[src/sv/mis_pkg.sv]
// mis_pkg: shared types, constants and lookup functions of the mouse input scanner
// no dependencies

package mis_pkg;

    localparam int PIN_COUNT      = 7;
    localparam int REPORT_BUTTONS = 5;
    localparam int UP_KEY         = 5;
    localparam int DOWN_KEY       = 6;
    localparam int PRESET_W       = 3;
    localparam int RES_W          = 12;
    localparam int MOVE_W         = 16;
    localparam int IDLE_W         = 32;
    localparam int LIMIT_W        = 8;

    localparam logic REG_DEBOUNCE_LIMIT = 1'b0;
    localparam logic REG_SUSPEND_TICKS  = 1'b1;

    localparam logic [LIMIT_W-1:0]  DEBOUNCE_LIMIT_RST = 8'd10;
    localparam logic [IDLE_W-1:0]   SUSPEND_TICKS_RST  = 32'd1000000;
    localparam logic [PRESET_W-1:0] PRESET_RST         = 3'd1;

    localparam logic [1:0] WHEEL_NONE = 2'b00;
    localparam logic [1:0] WHEEL_CW   = 2'b11;
    localparam logic [1:0] WHEEL_CCW  = 2'b01;

    typedef struct packed {
        logic [PIN_COUNT-1:0] pressed;
        logic [PIN_COUNT-1:0] rise;
    } deb_status_t;

    // place of a phase pattern along the clockwise sequence 00,01,11,10
    function automatic logic [1:0] phase_position(input logic [1:0] p);
        logic [1:0] r;
        case (p)
            2'b00:   r = 2'd0;
            2'b01:   r = 2'd1;
            2'b11:   r = 2'd2;
            2'b10:   r = 2'd3;
            default: r = 2'd0;
        endcase
        return r;
    endfunction

    function automatic logic [RES_W-1:0] resolution_of(input logic [PRESET_W-1:0] idx);
        logic [RES_W-1:0] r;
        case (idx)
            3'd0:    r = 12'd800;
            3'd1:    r = 12'd1200;
            3'd2:    r = 12'd1600;
            3'd3:    r = 12'd2400;
            default: r = 12'd3200;
        endcase
        return r;
    endfunction

endpackage

[src/sv/mis_debounce.sv]
// mis_debounce: saturating press counters and pressed flags for all buttons
// depends on mis_pkg

module mis_debounce (
    input  logic                                aclk,
    input  logic                                aresetn,
    input  logic                                advance,
    input  logic [mis_pkg::PIN_COUNT-1:0]       pins,
    input  logic [mis_pkg::LIMIT_W-1:0]         limit,
    output mis_pkg::deb_status_t                status
);

    logic [mis_pkg::LIMIT_W-1:0]   count_reg  [mis_pkg::PIN_COUNT];
    logic [mis_pkg::LIMIT_W-1:0]   count_next [mis_pkg::PIN_COUNT];
    logic [mis_pkg::PIN_COUNT-1:0] flag_reg;
    logic [mis_pkg::PIN_COUNT-1:0] flag_next;

    always_comb begin
        for (int i = 0; i < mis_pkg::PIN_COUNT; i++) begin
            if (!pins[i]) begin
                count_next[i] = (count_reg[i] < limit) ? count_reg[i] + 8'd1 : count_reg[i];
                flag_next[i]  = flag_reg[i] | (count_next[i] >= limit);
            end else begin
                count_next[i] = '0;
                flag_next[i]  = 1'b0;
            end
        end
    end

    assign status.pressed = flag_next;
    assign status.rise    = flag_next & ~flag_reg;

    always_ff @(posedge aclk) begin
        if (!aresetn) begin
            for (int i = 0; i < mis_pkg::PIN_COUNT; i++) begin
                count_reg[i] <= '0;
            end
            flag_reg <= '0;
        end else if (advance) begin
            for (int i = 0; i < mis_pkg::PIN_COUNT; i++) begin
                count_reg[i] <= count_next[i];
            end
            flag_reg <= flag_next;
        end
    end

endmodule

[src/sv/mouse_input_scanner_unit.sv]
// mouse_input_scanner_unit: button debounce, quadrature wheel, preset keys and idle report
// depends on mis_pkg and mis_debounce
//
//   channel   dir   handshake           payload
//   s_        in    s_tvalid/s_tready   s_tdata, s_tuser (one scan tick)
//   m_        out   m_tvalid/m_tready   m_tdata, m_tuser (one report per tick)
//   apb       in    psel/penable        paddr, pwdata, prdata
//
// one item per cycle while m_ is not stalled; a tick's result is registered before m_
// path: input register, debounce/wheel/preset logic, result register
// ticks are processed when the result register is empty or being drained
// a stalled result holds while one more item waits in the input register
// aresetn clears all scan state and loads register reset values

module mouse_input_scanner_unit #(
    parameter int PRESET_COUNT = 5
) (
    input  logic        aclk,
    input  logic        aresetn,
    input  logic        s_tvalid,
    output logic        s_tready,
    // [6:0] button_pins, [8:7] wheel_phase, [24:9] move_x, [40:25] move_y
    input  logic [47:0] s_tdata,
    // [0] motion_line
    input  logic        s_tuser,
    output logic        m_tvalid,
    input  logic        m_tready,
    // [4:0] report_buttons, [20:5] report_dx, [36:21] report_dy, [38:37] wheel_step,
    // [41:39] preset_index, [53:42] resolution_x, [65:54] resolution_y,
    // [66] preset_changed, [67] suspend_request
    output logic [71:0] m_tdata,
    // [0] report_valid
    output logic        m_tuser,
    input  logic        psel,
    input  logic        penable,
    input  logic        pwrite,
    input  logic [2:0]  paddr,
    input  logic [31:0] pwdata,
    output logic [31:0] prdata,
    output logic        pready
);

    localparam logic [mis_pkg::PRESET_W-1:0] PRESET_TOP = mis_pkg::PRESET_W'(PRESET_COUNT - 1);

    // configuration
    logic [mis_pkg::LIMIT_W-1:0] limit_reg;
    logic [mis_pkg::IDLE_W-1:0]  suspend_ticks_reg;
    logic                        cfg_write;

    assign pready    = 1'b1;
    assign cfg_write = psel & penable & pwrite & pready;

    always_ff @(posedge aclk) begin
        if (!aresetn) begin
            limit_reg         <= mis_pkg::DEBOUNCE_LIMIT_RST;
            suspend_ticks_reg <= mis_pkg::SUSPEND_TICKS_RST;
        end else if (cfg_write) begin
            case (paddr[2])
                mis_pkg::REG_DEBOUNCE_LIMIT: limit_reg         <= pwdata[mis_pkg::LIMIT_W-1:0];
                mis_pkg::REG_SUSPEND_TICKS:  suspend_ticks_reg <= pwdata;
                default: ;
            endcase
        end
    end

    always_comb begin
        case (paddr[2])
            mis_pkg::REG_DEBOUNCE_LIMIT: prdata = {24'd0, limit_reg};
            mis_pkg::REG_SUSPEND_TICKS:  prdata = suspend_ticks_reg;
            default:                     prdata = '0;
        endcase
    end

    // input register
    logic        in_valid_reg;
    logic [40:0] in_data_reg;
    logic        in_motion_reg;
    logic        advance;

    assign advance  = in_valid_reg & (~m_tvalid | m_tready);
    assign s_tready = ~in_valid_reg | advance;

    always_ff @(posedge aclk) begin
        if (!aresetn) begin
            in_valid_reg <= 1'b0;
        end else if (s_tready) begin
            in_valid_reg <= s_tvalid;
        end
    end

    always_ff @(posedge aclk) begin
        if (s_tready && s_tvalid) begin
            in_data_reg   <= s_tdata[40:0];
            in_motion_reg <= s_tuser;
        end
    end

    logic [mis_pkg::PIN_COUNT-1:0] pins;
    logic [1:0]                    phase;
    logic [mis_pkg::MOVE_W-1:0]    mx;
    logic [mis_pkg::MOVE_W-1:0]    my;

    assign pins  = in_data_reg[6:0];
    assign phase = in_data_reg[8:7];
    assign mx    = in_data_reg[24:9];
    assign my    = in_data_reg[40:25];

    // scan state
    logic [mis_pkg::REPORT_BUTTONS-1:0] prev_buttons_reg;
    logic [1:0]                         prev_phase_reg;
    logic                               primed_reg;
    logic [mis_pkg::PRESET_W-1:0]       preset_reg;
    logic [mis_pkg::IDLE_W-1:0]         idle_reg;

    mis_pkg::deb_status_t deb;

    mis_debounce u_debounce (
        .aclk    (aclk),
        .aresetn (aresetn),
        .advance (advance),
        .pins    (pins),
        .limit   (limit_reg),
        .status  (deb)
    );

    logic [mis_pkg::MOVE_W-1:0]         dx;
    logic [mis_pkg::MOVE_W-1:0]         dy;
    logic [1:0]                         delta;
    logic [1:0]                         wheel;
    logic [mis_pkg::PRESET_W-1:0]       preset_base;
    logic [mis_pkg::PRESET_W-1:0]       preset_up;
    logic [mis_pkg::PRESET_W-1:0]       preset_next;
    logic                               changed;
    logic [mis_pkg::REPORT_BUTTONS-1:0] buttons;
    logic                               report;
    logic [mis_pkg::IDLE_W-1:0]         idle_next;
    logic                               suspend;

    always_comb begin
        dx = in_motion_reg ? '0 : mx;
        dy = in_motion_reg ? '0 : my;

        delta = mis_pkg::phase_position(phase) - mis_pkg::phase_position(prev_phase_reg);
        wheel = mis_pkg::WHEEL_NONE;
        if (primed_reg) begin
            case (delta)
                2'd1:    wheel = mis_pkg::WHEEL_CW;
                2'd3:    wheel = mis_pkg::WHEEL_CCW;
                default: wheel = mis_pkg::WHEEL_NONE;
            endcase
        end

        preset_base = (preset_reg > PRESET_TOP) ? PRESET_TOP : preset_reg;
        preset_up   = preset_base;
        if (deb.rise[mis_pkg::UP_KEY]) begin
            preset_up = (preset_base < PRESET_TOP) ? preset_base + 3'd1 : '0;
        end
        preset_next = preset_up;
        if (deb.rise[mis_pkg::DOWN_KEY]) begin
            preset_next = (preset_up != '0) ? preset_up - 3'd1 : PRESET_TOP;
        end
        changed = deb.rise[mis_pkg::UP_KEY] | deb.rise[mis_pkg::DOWN_KEY];

        buttons = deb.pressed[mis_pkg::REPORT_BUTTONS-1:0];
        report  = (wheel != mis_pkg::WHEEL_NONE) | (buttons != prev_buttons_reg)
                | (dx != '0) | (dy != '0);

        if (report) begin
            idle_next = '0;
        end else if (idle_reg != '1) begin
            idle_next = idle_reg + 32'd1;
        end else begin
            idle_next = idle_reg;
        end
        suspend = (idle_next >= suspend_ticks_reg);
    end

    always_ff @(posedge aclk) begin
        if (!aresetn) begin
            prev_buttons_reg <= '0;
            prev_phase_reg   <= '0;
            primed_reg       <= 1'b0;
            preset_reg       <= mis_pkg::PRESET_RST;
            idle_reg         <= '0;
        end else if (advance) begin
            prev_buttons_reg <= buttons;
            prev_phase_reg   <= phase;
            primed_reg       <= 1'b1;
            preset_reg       <= preset_next;
            idle_reg         <= idle_next;
        end
    end

    // result register
    logic        out_valid_reg;
    logic [71:0] out_data_reg;
    logic        out_report_reg;

    always_ff @(posedge aclk) begin
        if (!aresetn) begin
            out_valid_reg <= 1'b0;
        end else if (advance) begin
            out_valid_reg <= 1'b1;
        end else if (m_tready) begin
            out_valid_reg <= 1'b0;
        end
    end

    always_ff @(posedge aclk) begin
        if (advance) begin
            out_report_reg <= report;
            out_data_reg   <= {4'd0, suspend, changed,
                               mis_pkg::resolution_of(preset_next),
                               mis_pkg::resolution_of(preset_next),
                               preset_next, wheel, dy, dx, buttons};
        end
    end

    assign m_tvalid = out_valid_reg;
    assign m_tdata  = out_data_reg;
    assign m_tuser  = out_report_reg;

    // checks
    a_preset_range: assert property (@(posedge aclk) disable iff (!aresetn)
        preset_reg <= PRESET_TOP)
        else $error("preset index out of range");

    a_result_loaded: assert property (@(posedge aclk) disable iff (!aresetn)
        advance |=> m_tvalid)
        else $error("processed item did not reach result register");

    a_stall_holds_input: assert property (@(posedge aclk) disable iff (!aresetn)
        !s_tready |-> in_valid_reg && m_tvalid && !m_tready)
        else $error("input stalled without a pending result");

endmodule
[config.mk]
export PLATFORM = sky130hd
export DESIGN_NAME = mouse_input_scanner_unit
export DESIGN_NICKNAME = d
export VERILOG_FILES = /design/src/sv/mis_pkg.sv /design/src/sv/mis_debounce.sv /design/src/sv/mouse_input_scanner_unit.sv
export SDC_FILE = /design/constraint.sdc
export NUM_CORES = 1
export LEC_CHECK = 0
export ABC_CLOCK_PERIOD_IN_PS = 12700
export BUFFER_PORTS_ARGS = -buffer_cell sky130_fd_sc_hd__buf_2
export CAP_MARGIN = 20
export CORE_MARGIN = 8
export CORE_UTILIZATION = 45
export DETAILED_ROUTE_END_ITERATION = 10
export HOLD_SLACK_MARGIN = 0.06
export PLACE_DENSITY = 0.71
export SYNTH_ARGS = -nofsm -noshare
export SYNTH_HDL_FRONTEND = slang
export SYNTH_HIERARCHICAL = 1
export SYNTH_SLANG_ARGS = --single-unit
[constraint.sdc]
create_clock -name aclk -period 12.7 [get_ports aclk]
set_input_delay 2.54 -clock aclk [delete_from_list [all_inputs] [get_ports aclk]]
set_output_delay 2.54 -clock aclk [all_outputs]
set_load 0.01 [all_outputs]
Yosys cells after proc, flatten, opt, wreduce, memory -nomap -nowiden
Memories as Yosys holds them, arrays and structs flattened.
Index checks and enable logic that the tools add are counted.
{"block": "totals", "n_memories": 1, "out_inout_bits": 108, "register_bits": 203, "word_cells": 144, "in_bits": 91, "mem_bits_rw": 56}
{"name": "u_debounce.count_reg", "depth": 7, "word_bits": 8, "rd": 7, "rd_clocked_by_memory_dff": 0, "wr": 7, "line_no": "mis_debounce.sv:13", "source": "logic [mis_pkg::LIMIT_W-1:0] count_reg [mis_pkg::PIN_COUNT];"}
{"block": "classes", "n_eq_ne": 13, "order_cmp": 17, "reduce_logical": 11, "n_mux": 49, "bitwise_logic": 28, "n_addsub": 11}
{"operator": "$mux 8", "count": 21}
{"operator": "$mux 32", "count": 2}
{"operator": "$pmux 32 s2", "count": 1}
{"operator": "$add 8x1->8 const B", "count": 7}
{"operator": "$ge 8x8->1", "count": 7}
{"operator": "$lt 8x8->1", "count": 7}
{"operator": "$pmux 12 s4", "count": 1}
{"operator": "$add 32x1->32 const B", "count": 1}
{"operator": "$ge 32x32->1", "count": 1}
{"operator": "$mux 16", "count": 2}
{"operator": "$ne 32x32->1 const B", "count": 1}
{"operator": "$reduce_bool 16->1", "count": 2}
{"operator": "$or 1x1->1", "count": 20}
{"operator": "$pmux 2 s4", "count": 2}
{"operator": "$mux 3", "count": 5}
{"operator": "$mux 1", "count": 13}
{"operator": "$eq 2x2->1 const B", "count": 5}
{"operator": "$and 7x7->7", "count": 1}
{"operator": "$not 7->7", "count": 1}
{"operator": "$eq 2x1->1 const B", "count": 3}
{"operator": "$eq 3x2->1 const B", "count": 2}
{"operator": "$ne 5x5->1", "count": 1}
{"operator": "$logic_not 2->1", "count": 2}
{"operator": "$pmux 2 s2", "count": 1}
{"operator": "other kinds (14)", "count": 20}

Longest topological paths before layout
An unclocked memory read counts as a cell.
{"block": "logic_depth", "depth_word": 13, "depth_mapped": 29, "ltp_nobuf": 25}

Cells and area by module
Netlist, hierarchy kept.
{"module": "mouse_input_scanner_unit", "area_each_um2": 9049.9, "cells_per_inst": 950, "instances": 1}
{"module": "mis_debounce", "area_each_um2": 5940.7, "cells_per_inst": 633, "instances": 1}

Worst setup path after synthesis
Ideal clock, no wire load.
{"block": "synth_timing", "path_type": "in2reg", "startpoint": "input port m_tready", "endpoint": "memory u_debounce/count_reg[0][0] (netlist bit) (enable)", "n_path_buf": 2, "setup_slack_ns": 5.785, "path_stages": 7, "arrival_ns": 6.505, "cell_sequence": "nor2b_1 nand2b_1 inv_1 clkbuf_1 buf_1 nor2b_1 inv_1"}
{"item": "from (decl)", "line_no": "mouse_input_scanner_unit.sv:27", "source": "input logic m_tready,"}
{"item": "to (decl)", "line_no": "mis_debounce.sv:13"}

==> impl_metrics.yaml <==
outcome:
  status: "completed"
timing:
  relSlewSlack_pct: 30.7
  setup_viol: 0
  drv_slew: 0
  worst_pin_slew_ps: 1030
  skew_ps: 18.4
  finalCritPeriodShare_pct: 61.2
  hold_violations: 0
  fin_crit_ps: 7780
  holdWs_ps: 455
  rsz0062_at_grt: "false"
  fmax_mhz: 129
  fin_tns_setup_ps: 0
critical_path:
  crit_path_max_fanout: 46
  cp-end-kind: "flip-flop"
  start_kind: "flip-flop"
  cp_common_cell: "ha_1"
  cp-startpoint: "limit_reg[2]$_SDFFE_PN0P_"
  cpMaxStageDelayCell: "nor4_1"
  worstPathCellList: "inv_1 > ha_1 > a211oi_1 > o21ai_0 > a21o_1 > nor4_1 > xor2_1 > ha_1 > a211o_1 > a41oi_1 > nor2_1 > xnor2_1 > nand4_1 > or4_1 > buf_4 > nor2_4 > inv_2 > a31oi_1 > o21a_1 > ha_1 > nand4_1 > or2_2 > a2111oi_0 > a21o_1"
  crit_required_ps: 13140
  slowest_delay_ps: 620
  worstPathArrival_ps: 8210
  critPathKind: "flip-flop to flip-flop"
  timing.rr.start: "limit_reg[2]$_SDFFE_PN0P_"
hold_path:
  worstHoldStart: "suspend_ticks_reg[28]$_SDFFE_PN0P_"
  hold_path_class: "flip-flop to flip-flop"
yosys:
  syn_inst: 1576
  yosysWarnings: 6
  syn_avg_cell_area_um2: 9.49
  synth_area_um2: 15000
cts:
  clock_latency_ps: 560
  cts_setup_buffers: 0
  cts_inserted_buffers: 29
  clockBufferDepth: 3
  clk_pin_slew_ps: 60
  cts_hold_buffers: 0
  cts_htree_levels: 1
  cts_sinks: 243
  cts_tree: "done"
  cts_resized: 0
  cts_root_buffer: "clkbuf_16"
routing:
  firstDrtPassIters: 6
  wl_um: 37300
  wl_per_cell_um: 17.1
  vias: 12300
  drtIter0Drc: 669
  postRouteAntennaNets: 0
  drc: 0
  via_per_inst: 5.63
pwr:
  peakVddDrop_mv: 0.126
  powerDensity_nw_per_um2: 119
  totalPowerFinal_mw: 2.03
  p_leak_nw: 6.80
floorplanning:
  coreArea_um2: 32600
  io_pins: 199
  die_h_um: 198
  start_util_pct: 45.9
  fp.dieW_um: 198
  die_area_um2: 39300
  rows: 66
placement:
  gp_congestion: 0.834
  placed_cells: 2130
  hpwl_um: 25900
  port_buffers: 176
grt:
  grt_pass1_wl_um: 60400
  grt_pass1_vias: 12300
  antenna_found_initial: 0
  grt_usage_pct: 18.5
  overflow: 0
  grt_start_max_net_pins: 74
final_layout:
  largest_reg_flops: 56
  layoutNonFillerInstCount: 2184
  area_growth_pct: 14.3
  antennaDiodeCount: 0
  nNetsFinal: 1965
  drive_above_1_share_pct: 16.4
  final_util_pct: 52.4
job:
  cap_viol_max_count: 0
-- cell usage in the layout (no fill, tap or decap), types with 23 or more instances in the layout --
cell and count:
nand2_1 187, buf_2 176, ha_1 154, edfxtp_1 151, a21oi_1 129, nor2_1 111, dfxtp_1 92, o21ai_0 81
inv_1 62, nand3_1 50, nor2b_1 42, or3_1 35, xor2_1 34, a211oi_1 32, nand4_1 30, clkbuf_16 29
or4_1 23, nand2b_1 23
-- cell type report --
type	count	area [um2]
multi-input cells	1189	7920
flip-flops and latches	243	6380
clock inverters	19	219
inverters	67	253
well taps	442	553
repair buffers	190	993
fillers	2896	15500
clock buffers	34	774
-- routing by layer --
metal  share of wire (%)  track usage (%)  vias up  wire [um]
li1                    -                -     6019          -
met1                  42             22.5     5849      15600
met2                  50             33.3      361      18700
met3                 5.4             2.99       61       2010
met4                 2.4             5.34        0        901
met5                   0                0        -          0
-- report_power, final --
part           internal [mW]  switching (mW)  total (mW)
Clock                  0.518           0.343       0.861
Sequential             0.883          0.0281       0.911
Combinational         0.0982           0.160       0.258
Total                   1.50           0.531        2.03
-- path summary, 6_finish.rpt --
path	to	slack, ps	depth (start not counted)
setup / recovery	m_tdata[67]$_DFFE_PP_	4920	24
hold / removal	suspend_ticks_reg[28]$_SDFFE_PN0P_	450	2
setup reg to reg	m_tdata[67]$_DFFE_PP_	4920	24
hold reg to reg	suspend_ticks_reg[28]$_SDFFE_PN0P_	450	2
-- worst max-delay path: cells and delay by family (launching register included) --
kind,cells,cell delay [ps]
AOI/OAI and AO/OA,9,2480
xor gates and xnor gates,2,330
adders and majority gates,3,850
buffers and inverters,3,1250
DFF,1,320
and+or+nand+nor,7,2390
-- stage by stage --
| stage | area, um2 | setup WS, ps |
|---|---|---|
| after floorplan | 15000 | 5790 |
| after global placement | 16100 | 5230 |
| after detailed placement | 16100 | 5180 |
| after CTS | 17100 | 5090 |
| after global routing | 17100 | 4480 |
| final | 17100 | 4920 |
No activity file was read; power rests on OpenSTA's default activity.
